--- config.mk ---
export PLATFORM = sky130hd
export DESIGN_NAME = keyed_max_priority_queue
export DESIGN_NICKNAME = d
export VERILOG_FILES = /design/src/rtl/kmpq_pkg.sv /design/src/rtl/keyed_max_priority_queue.sv /design/src/rtl/kmpq_ram.sv
export SDC_FILE = /design/constraint.sdc
export NUM_CORES = 2
export LEC_CHECK = 0
export BUFFER_PORTS_ARGS = -buffer_cell sky130_fd_sc_hd__buf_2
export CORE_MARGIN = 5
export CORE_UTILIZATION = 65
export CTS_BUF_LIST = sky130_fd_sc_hd__clkbuf_2 sky130_fd_sc_hd__clkbuf_4 sky130_fd_sc_hd__clkbuf_8
export CTS_CLUSTER_DIAMETER = 50
export CTS_CLUSTER_SIZE = 25
export DETAILED_ROUTE_END_ITERATION = 10
export PLACE_DENSITY_LB_ADDON = 0.15
export REMOVE_ABC_BUFFERS = 1
export SYNTH_ARGS = -nofsm -noshare
export SYNTH_HDL_FRONTEND = slang
export SYNTH_SLANG_ARGS = --single-unit
export TNS_END_PERCENT = 20
--- constraint.sdc ---
create_clock -name clk -period 5.99 [get_ports clk]
set_input_delay 1.198 -clock clk [delete_from_list [all_inputs] [get_ports clk]]
set_output_delay 1.198 -clock clk [all_outputs]
set_load 0.005 [all_outputs]
--- src/rtl/kmpq_pkg.sv ---
`timescale 1ns / 1ps
`default_nettype none
// ----------------------------------------------------------------------------
// Keyed max-priority queue package
// Transfer types, operation codes and status codes shared by the queue files.
// ----------------------------------------------------------------------------
package kmpq_pkg;

    // Operation codes carried in the input transfer.
    localparam logic [1:0] OP_INSERT = 2'd0;
    localparam logic [1:0] OP_REMOVE = 2'd1;
    localparam logic [1:0] OP_UPDATE = 2'd2;

    // Status codes carried in the result transfer.
    localparam logic [2:0] ST_OK        = 3'd0;
    localparam logic [2:0] ST_DUPLICATE = 3'd1;
    localparam logic [2:0] ST_FULL      = 3'd2;
    localparam logic [2:0] ST_EMPTY     = 3'd3;
    localparam logic [2:0] ST_NOT_FOUND = 3'd4;

    // Identifier width: six ASCII characters.
    localparam int ID_BITS = 48;

    // One request.
    typedef struct packed {
        logic [1:0]         operation;
        logic [ID_BITS-1:0] aircraft_id;
        logic [15:0]        priority_value;
    } in_item_t;

    // One result.
    typedef struct packed {
        logic [2:0]         status;
        logic [ID_BITS-1:0] removed_id;
        logic [15:0]        removed_priority;
        logic [6:0]         entry_count;
    } out_item_t;

endpackage
`default_nettype wire

--- src/rtl/keyed_max_priority_queue.sv ---
`timescale 1ns / 1ps
`default_nettype none
// ----------------------------------------------------------------------------
// Keyed max-priority queue
// A table of identifier/priority entries kept in insertion order with insert,
// remove-highest and update-by-identifier operations.
// ----------------------------------------------------------------------------
// Usage: a request is one transfer on the item channel (item_valid high and
// item_stall low at a clock edge). Each request yields exactly one transfer on
// the result channel carrying a status, the removed entry (zero unless a
// remove succeeded) and the entry count after the operation.
// One request is processed at a time; item_stall stays high while it runs.
// The entry table lives in a single RAM with one read and one write port, and
// one comparator walks it one entry per cycle. Insert and update scan up to
// N held entries. A remove scans all N entries for the first maximum, then
// moves the entries above it down one slot each cycle. On an empty table an
// insert goes straight to its write and an update or remove straight to its
// result, with no scan. The next request is accepted in the cycle after the
// result is loaded.
// Reset empties the table at once (no clearing pass); RAM contents are not
// reset and are only read below the held count.
// If the receiver stalls, the result waits in the output register and the
// block stops before loading the next result, so no result is dropped.
// ----------------------------------------------------------------------------
module keyed_max_priority_queue #(
    parameter int CAPACITY      = 64,
    parameter int PRIORITY_BITS = 16
) (
    input  wire logic               clk,
    input  wire logic               rst_n,
    input  wire logic               item_valid,
    output logic                    item_stall,
    input  wire kmpq_pkg::in_item_t item,
    output logic                    result_valid,
    input  wire logic               result_stall,
    output kmpq_pkg::out_item_t     result
);

    localparam int AW = $clog2(CAPACITY);
    localparam int CW = $clog2(CAPACITY + 1);
    localparam int PW = PRIORITY_BITS;
    localparam int IW = kmpq_pkg::ID_BITS;
    localparam int EW = IW + PW;

    // Sequencer states, one-hot.
    typedef enum logic [4:0] {
        S_IDLE   = 5'b00001,
        S_SCAN   = 5'b00010,
        S_SHIFT  = 5'b00100,
        S_WRITE  = 5'b01000,
        S_FINISH = 5'b10000
    } state_t;

    state_t              state_reg, state_next;
    logic [1:0]          op_reg, op_next;
    logic [IW-1:0]       key_reg, key_next;
    logic [PW-1:0]       prio_reg, prio_next;
    logic [CW-1:0]       count_reg, count_next;
    logic [AW-1:0]       issue_idx_reg, issue_idx_next;
    logic [AW-1:0]       cmp_idx_reg, cmp_idx_next;
    logic                cmp_valid_reg, cmp_valid_next;
    logic [AW-1:0]       best_idx_reg, best_idx_next;
    logic [IW-1:0]       best_id_reg, best_id_next;
    logic [PW-1:0]       best_prio_reg, best_prio_next;
    logic [AW-1:0]       slot_reg, slot_next;
    logic [2:0]          status_reg, status_next;
    logic [IW-1:0]       rem_id_reg, rem_id_next;
    logic [PW-1:0]       rem_prio_reg, rem_prio_next;
    logic                out_valid_reg, out_valid_next;
    kmpq_pkg::out_item_t out_data_reg, out_data_next;

    logic                ram_wr_en;
    logic [AW-1:0]       ram_wr_addr;
    logic [EW-1:0]       ram_wr_data;
    logic [EW-1:0]       ram_rd_data;

    logic [IW-1:0]       rd_id;
    logic [PW-1:0]       rd_prio;
    logic [AW-1:0]       last_idx;
    logic                cmp_last;
    logic                id_hit;
    logic                take_best;
    logic [AW-1:0]       cur_best_idx;
    logic [IW-1:0]       cur_best_id;
    logic [PW-1:0]       cur_best_prio;
    logic                table_full;
    logic                accept;
    logic [31:0]         in_prio_wide;
    logic [31:0]         rem_prio_wide;
    logic [31:0]         count_wide;

    // Entry table.
    kmpq_ram #(
        .WIDTH (EW),
        .DEPTH (CAPACITY)
    ) u_table (
        .clk     (clk),
        .wr_en   (ram_wr_en),
        .wr_addr (ram_wr_addr),
        .wr_data (ram_wr_data),
        .rd_addr (issue_idx_reg),
        .rd_data (ram_rd_data)
    );

    // Handshake and width adaptation.
    assign item_stall    = (state_reg != S_IDLE);
    assign accept        = item_valid && !item_stall;
    assign result_valid  = out_valid_reg;
    assign result        = out_data_reg;
    assign in_prio_wide  = 32'(item.priority_value);
    assign rem_prio_wide = 32'(rem_prio_reg);
    assign count_wide    = 32'(count_reg);

    // Shared comparator on the entry read back from the table.
    assign rd_id         = ram_rd_data[EW-1:PW];
    assign rd_prio       = ram_rd_data[PW-1:0];
    assign last_idx      = AW'(count_reg - CW'(1));
    assign cmp_last      = cmp_valid_reg && (cmp_idx_reg == last_idx);
    assign id_hit        = cmp_valid_reg && (rd_id == key_reg);
    assign take_best     = cmp_valid_reg && ((cmp_idx_reg == '0) || (rd_prio > best_prio_reg));
    assign cur_best_idx  = take_best ? cmp_idx_reg : best_idx_reg;
    assign cur_best_id   = take_best ? rd_id : best_id_reg;
    assign cur_best_prio = take_best ? rd_prio : best_prio_reg;
    assign table_full    = (count_reg == CW'(CAPACITY));

    // Sequencer.
    always_comb
    begin
        state_next     = state_reg;
        op_next        = op_reg;
        key_next       = key_reg;
        prio_next      = prio_reg;
        count_next     = count_reg;
        issue_idx_next = issue_idx_reg;
        cmp_idx_next   = issue_idx_reg;
        cmp_valid_next = 1'b0;
        best_idx_next  = best_idx_reg;
        best_id_next   = best_id_reg;
        best_prio_next = best_prio_reg;
        slot_next      = slot_reg;
        status_next    = status_reg;
        rem_id_next    = rem_id_reg;
        rem_prio_next  = rem_prio_reg;
        out_valid_next = out_valid_reg && result_stall;
        out_data_next  = out_data_reg;
        ram_wr_en      = 1'b0;
        ram_wr_addr    = slot_reg;
        ram_wr_data    = {key_reg, prio_reg};

        unique case (state_reg)
            S_IDLE:
            begin
                if (accept)
                begin
                    op_next        = item.operation;
                    key_next       = item.aircraft_id;
                    prio_next      = in_prio_wide[PW-1:0];
                    status_next    = kmpq_pkg::ST_OK;
                    rem_id_next    = '0;
                    rem_prio_next  = '0;
                    issue_idx_next = '0;
                    case (item.operation)
                        kmpq_pkg::OP_INSERT:
                        begin
                            if (count_reg == '0)
                            begin
                                slot_next  = '0;
                                state_next = S_WRITE;
                            end
                            else
                            begin
                                state_next = S_SCAN;
                            end
                        end
                        kmpq_pkg::OP_UPDATE:
                        begin
                            if (count_reg == '0)
                            begin
                                status_next = kmpq_pkg::ST_NOT_FOUND;
                                state_next  = S_FINISH;
                            end
                            else
                            begin
                                state_next = S_SCAN;
                            end
                        end
                        kmpq_pkg::OP_REMOVE:
                        begin
                            if (count_reg == '0)
                            begin
                                status_next = kmpq_pkg::ST_EMPTY;
                                state_next  = S_FINISH;
                            end
                            else
                            begin
                                state_next = S_SCAN;
                            end
                        end
                        default:
                        begin
                            state_next = S_FINISH;
                        end
                    endcase
                end
            end

            S_SCAN:
            begin
                // Issue one read per cycle, holding at the last held slot.
                cmp_valid_next = 1'b1;
                if (issue_idx_reg != last_idx)
                begin
                    issue_idx_next = issue_idx_reg + AW'(1);
                end
                if (op_reg == kmpq_pkg::OP_REMOVE)
                begin
                    best_idx_next  = cur_best_idx;
                    best_id_next   = cur_best_id;
                    best_prio_next = cur_best_prio;
                    if (cmp_last)
                    begin
                        cmp_valid_next = 1'b0;
                        rem_id_next    = cur_best_id;
                        rem_prio_next  = cur_best_prio;
                        if (cur_best_idx == last_idx)
                        begin
                            count_next = count_reg - CW'(1);
                            state_next = S_FINISH;
                        end
                        else
                        begin
                            issue_idx_next = cur_best_idx + AW'(1);
                            state_next     = S_SHIFT;
                        end
                    end
                end
                else if (id_hit)
                begin
                    cmp_valid_next = 1'b0;
                    if (op_reg == kmpq_pkg::OP_INSERT)
                    begin
                        status_next = kmpq_pkg::ST_DUPLICATE;
                        state_next  = S_FINISH;
                    end
                    else
                    begin
                        slot_next  = cmp_idx_reg;
                        state_next = S_WRITE;
                    end
                end
                else if (cmp_last)
                begin
                    cmp_valid_next = 1'b0;
                    if (op_reg == kmpq_pkg::OP_INSERT)
                    begin
                        if (table_full)
                        begin
                            status_next = kmpq_pkg::ST_FULL;
                            state_next  = S_FINISH;
                        end
                        else
                        begin
                            slot_next  = count_reg[AW-1:0];
                            state_next = S_WRITE;
                        end
                    end
                    else
                    begin
                        status_next = kmpq_pkg::ST_NOT_FOUND;
                        state_next  = S_FINISH;
                    end
                end
            end

            S_SHIFT:
            begin
                // Move each entry above the removed one down by one slot.
                cmp_valid_next = 1'b1;
                if (issue_idx_reg != last_idx)
                begin
                    issue_idx_next = issue_idx_reg + AW'(1);
                end
                if (cmp_valid_reg)
                begin
                    ram_wr_en   = 1'b1;
                    ram_wr_addr = cmp_idx_reg - AW'(1);
                    ram_wr_data = ram_rd_data;
                end
                if (cmp_last)
                begin
                    cmp_valid_next = 1'b0;
                    count_next     = count_reg - CW'(1);
                    state_next     = S_FINISH;
                end
            end

            S_WRITE:
            begin
                // Store the new or updated entry.
                ram_wr_en = 1'b1;
                if (op_reg == kmpq_pkg::OP_INSERT)
                begin
                    count_next = count_reg + CW'(1);
                end
                state_next = S_FINISH;
            end

            S_FINISH:
            begin
                // Load the result once the output register is free.
                if (!out_valid_reg || !result_stall)
                begin
                    out_valid_next                 = 1'b1;
                    out_data_next.status           = status_reg;
                    out_data_next.removed_id       = rem_id_reg;
                    out_data_next.removed_priority = rem_prio_wide[15:0];
                    out_data_next.entry_count      = count_wide[6:0];
                    state_next                     = S_IDLE;
                end
            end

            default:
            begin
                state_next = S_IDLE;
            end
        endcase
    end

    // Control registers.
    always_ff @(posedge clk or negedge rst_n)
    begin
        if (!rst_n)
        begin
            state_reg     <= S_IDLE;
            count_reg     <= '0;
            cmp_valid_reg <= 1'b0;
            out_valid_reg <= 1'b0;
        end
        else
        begin
            state_reg     <= state_next;
            count_reg     <= count_next;
            cmp_valid_reg <= cmp_valid_next;
            out_valid_reg <= out_valid_next;
        end
    end

    // Payload registers.
    always_ff @(posedge clk)
    begin
        op_reg        <= op_next;
        key_reg       <= key_next;
        prio_reg      <= prio_next;
        issue_idx_reg <= issue_idx_next;
        cmp_idx_reg   <= cmp_idx_next;
        best_idx_reg  <= best_idx_next;
        best_id_reg   <= best_id_next;
        best_prio_reg <= best_prio_next;
        slot_reg      <= slot_next;
        status_reg    <= status_next;
        rem_id_reg    <= rem_id_next;
        rem_prio_reg  <= rem_prio_next;
        out_data_reg  <= out_data_next;
    end

endmodule
`default_nettype wire

--- src/rtl/kmpq_ram.sv ---
`timescale 1ns / 1ps
`default_nettype none
// ----------------------------------------------------------------------------
// Generic simple dual-port RAM
// One write port and one read port, read data registered.
// ----------------------------------------------------------------------------
module kmpq_ram #(
    parameter int WIDTH = 64,
    parameter int DEPTH = 64
) (
    input  wire logic                     clk,
    input  wire logic                     wr_en,
    input  wire logic [$clog2(DEPTH)-1:0] wr_addr,
    input  wire logic [WIDTH-1:0]         wr_data,
    input  wire logic [$clog2(DEPTH)-1:0] rd_addr,
    output logic      [WIDTH-1:0]         rd_data
);

    logic [WIDTH-1:0] mem [DEPTH];

    // Write port.
    always_ff @(posedge clk)
    begin
        if (wr_en)
        begin
            mem[wr_addr] <= wr_data;
        end
    end

    // Registered read port.
    always_ff @(posedge clk)
    begin
        rd_data <= mem[rd_addr];
    end

endmodule
`default_nettype wire
==> results by group <==
Drt
  • Vias per inst: between 7 and 8
  • Average wire per cell in the routed design: between 30 and 40 microns
  • Number of violations reported at the end of detailed-routing iteration 0: 13500
  • Final wirelength: roughly 450000 microns
  • Remaining antenna violation count after routing: 0
  • Iteration count of the initial detailed-routing pass: 6
  • Remaining DRCs: 0
  • Vias after detailed routing: 81300

STA
  • Setup repair after global routing missed its margin: no
  • Remaining max-slew budget at the tightest pin: -1.81%
  • Fin. max-slew vios: 2
  • Tcrit/Tclk final: between 80 and 90%
  • Final setup viols: 0
  • Peak Freq: roughly 190 MHz
  • Slew at the pin closest to its max-slew limit: roughly 1.5 ns
  • Post-route minimum period: between 5 and 6 ns
  • Slack of the critical path: approximately 0.8 ns
  • Worst Hold Margin: ~0.24 ns
  • Number of hold-slack violations in the final timing report: 0
  • Clock Skew: approximately 0.076 ns

Synthesis
  • Arithmetic-cell share of the synthesized area counting full adders, half adders and majority gates: less than 1%
  • Share of synthesized area spent on multiplexers: a little under a fifth
  • Post-synthesis compound-gate area fraction: less than 1%
  • Post-synth top area share: about 77%
  • Fraction of synthesis flops using an asynchronous set or reset pin: less than 1%
  • Biggest area contributors in the synthesized netlist: edfxtp_1, mux4_2, dfxtp_1
  • Mean instance size in the synthesized netlist: roughly 24 sq um
  • Number of synthesized flops with an enable pin: 4385
  • Register area share after synthesis: between 70% and 80%
  • Flip-flop cell with the highest count after synthesis: edfxtp_1
  • Flip-flop and latch count after synthesis: 4469
  • Post-synthesis instance area: 170000 sq um
  • Number of warnings issued by yosys: 0
  • Post-synth top area cell: edfxtp_1
  • Combinational family with the most area after synthesis: multiplexers
  • Synth cell types: between 60 and 70
  • Mapped Cells: around 7000
  • Post-synthesis simple-gate area fraction: 1.36%
  • Xor/xnor share of the synthesized area: 0.444%

Clock tree
  • CTS Buffer Depth: 4
  • Clock slew at the register clock pins of the worst setup and hold paths: between 0.1 and 0.15 ns
  • Source-to-sink clock delay at the later pin of the worst-skew pair: 1.12 ns
  • Max H-tree Level: 5
  • Clock tree from TritonCTS: yes
  • Post-CTS setup buffers: 0
  • Clock buffer count from CTS: about 360
  • Root buffer selected by CTS: clkbuf_8
  • Clock Sink Count: ~4500

Run status
  • Violated checks: capacitance limit, slew limit
  • Result of the run: finished, violations left

Floorplanning
  • Top-level I/O count: approximately 150
  • Chip Height: approximately 520 microns
  • Cell row count: between 150 and 200
  • Initial core utilization: between 60% and 70%
  • Die width: 521 microns
  • Area of the placeable core: 260000 sq um
  • Total Die Area: 272000 sq um

Placement
  • Number of buffers added on ports: roughly 150
  • Final Wtd Congestion: 0.864
  • Setup WS pre-CTS: 1.02 ns
  • DP HPWL: 241000 microns
  • Placed Instance Area: ~180000 sq um

Finish
  • Multi-input combinational cell area: between 30000 and 40000 sq um
  • Fraction of final layout cells sized beyond drive strength 1: between 30 and 40%
  • Number of nets at the end of the flow: 7510
  • Final Core Density: 71.7%
  • Number of flip-flops in the largest register: about 4000
  • Area delta synth->final: 9.67%
  • Fill cell total of the finished layout: roughly 14000
  • Register with the most flip-flops: u_table.mem
  • Final instance area: about 190000 sq um
  • Sequential cell area: ~130000 sq um

Global route
  • Number of global-route vias before repair: about 80000
  • Maximum number of pins on one net before global-route repair: 122
  • Antenna violations before repair: 20
  • Leftover overflow at the end of global routing: 0
  • Wire length of the first global-routing pass: 624000 microns
  • Overall routing resource usage: about a third

Hold path
  • End of the worst hold path: prio_reg[1]
  • Worst hold path stage count: 1
  • Worst hold-check path type: in -> reg
  • Worst Min Path Start: item[1]

Power
  • Max VDD drop: approximately 450 uV
  • LEAKAGE: about 0.057 uW
  • Total power draw: 70600 uW
  • Power density over cell area: between 300 and 400 nW/um^2

Critical path
  • Register-to-Register Setup Slack: around 0.80 ns
  • Worst flop-to-flop path startpoint: key_reg[40]
  • Worst setup path class: reg -> reg
  • FF-to-FF path depth: 7
  • Arrival time of the worst setup path: 5.92 ns
  • Worst setup SP type: flip-flop
  • Critical Path End Type: flip-flop
  • Worst path required time: around 6.7 ns
  • Maximum fanout along the worst path: 13
  • Worst flop-to-flop path endpoint: slot_reg[4]

Flow run
  • Maxcap violations: 2
-- metal layers --
metal / wire (microns) / up-vias / part of all wire [%] / global-route usage (%)
li1: - / 30700 / - / -
met1: 157000 / 43200 / 35 / 48.9
met2: 211000 / 6466 / 47 / 50.8
met3: 59300 / 957 / 13 / 7.39
met4: 19900 / 8 / 4.5 / 12.1
met5: 45 / - / 0.010 / 0
-- cells in the final DEF (no fill, tap or decap), types with 12 or more instances in the layout --
cell	instances
nand3_1	19
o21ai_0	29
ha_1	25
xnor2_1	21
nor2_4	64
edfxtp_1	4385
mux2_2	57
xor2_1	60
bufinv_16	16
and2_1	67
nor2_1	43
buf_12	99
mux4_2	1344
a21oi_1	22
dfxtp_1	70
clkinv_8	49
clkinv_2	18
mux2i_1	12
clkbuf_8	364
buf_2	145
buf_4	191
nand2_1	247
inv_6	64
inv_1	26
inv_8	57
nand4_1	12
dfrtp_1	13
clkinvlp_4	31
inv_12	25
clkinv_4	21
-- logic make-up (layout without fill, tap and decap cells) --
| group | count (synthesis) | in the layout |
|---|---|---|
| buffers and inverters | 379 | 1138 |
| DFF | 4469 | 4469 |
| other | 0 | 11 |
| xor gates and xnor gates | 83 | 83 |
| AOI/OAI and AO/OA | 90 | 90 |
| muxes | 1414 | 1414 |
| adders and majority gates | 25 | 25 |
| and+or+nand+nor | 508 | 508 |
-- synth_stat cells (5+ instances only) --
cell	instances
nor4_1	14
ha_1	25
nor3_1	9
edfxtp_1	4385
nor2_1	107
nand2_1	249
nand4_1	12
mux2_2	57
a21oi_1	23
nand3_1	19
dfrtp_1	13
buf_1	94
xnor2_1	21
buf_2	15
mux2i_1	12
clkbuf_1	240
mux4_2	1344
inv_1	28
o211ai_1	5
o21ai_0	30
and2_1	67
dfxtp_1	70
xor2_1	60
-- layout make-up --
| type | instances | share of cell area, % |
|---|---|---|
| Timing Repair Buffer | 437 | 2.24 |
| Clock inverter | 298 | 1.91 |
| Multi-Input combinational cell | 2120 | 19.1 |
| Inverter | 28 | 0.0604 |
| Tap cell | 3496 | 2.35 |
| Antenna cell | 11 | 0.0148 |
| Sequential cell | 4469 | 71.6 |
| Clock buffer | 375 | 2.73 |
-- timing repair --
action                    CTS  global route
resized for setup           0             0
hold endpoints to repair   13             0
hold buffers                1             0
-- metrics by stage --
stage / TNS, ns / instances
after floorplan: -6318.67 / 6617
after detailed placement: 0 / 10500
after global routing: 0 / 11200
after global placement: 0 / 10500
final: 0 / 11200
after CTS: 0 / 11200
-- worst max-delay path by stage --
stage	from	endpoint	slack, ns	depth (start not counted)
floorplan	cmp_idx_next[0]	u_table.rd_data[0]	-35.47	3
global placement	key_reg[16]	slot_reg[3]	1.18	7
detailed placement	key_reg[16]	slot_reg[3]	1.02	7
CTS	key_reg[16]	slot_reg[1]	1.02	7
global route	key_reg[40]	slot_reg[1]	0.89	7
finish	key_reg[40]	slot_reg[4]	0.80	7
-- critical path, stage by stage, from the launching register on --
cell and delay [ns]:
edfxtp_1 0.49, xor2_1 0.27, nor4_1 1.29, nand4_1 0.49
or4_1 0.91, mux2_2 0.39, nor2_1 0.05, nor3_1 0.91
-- power breakdown --
group          total [uW]  switching [uW]  internal, uW  leakage [uW]
logic               14400            8210          6220        0.0129
registers           37100             743         36400        0.0403
clock network       19100           11600          7430       0.00429
(Power assumes the default switching activity.)
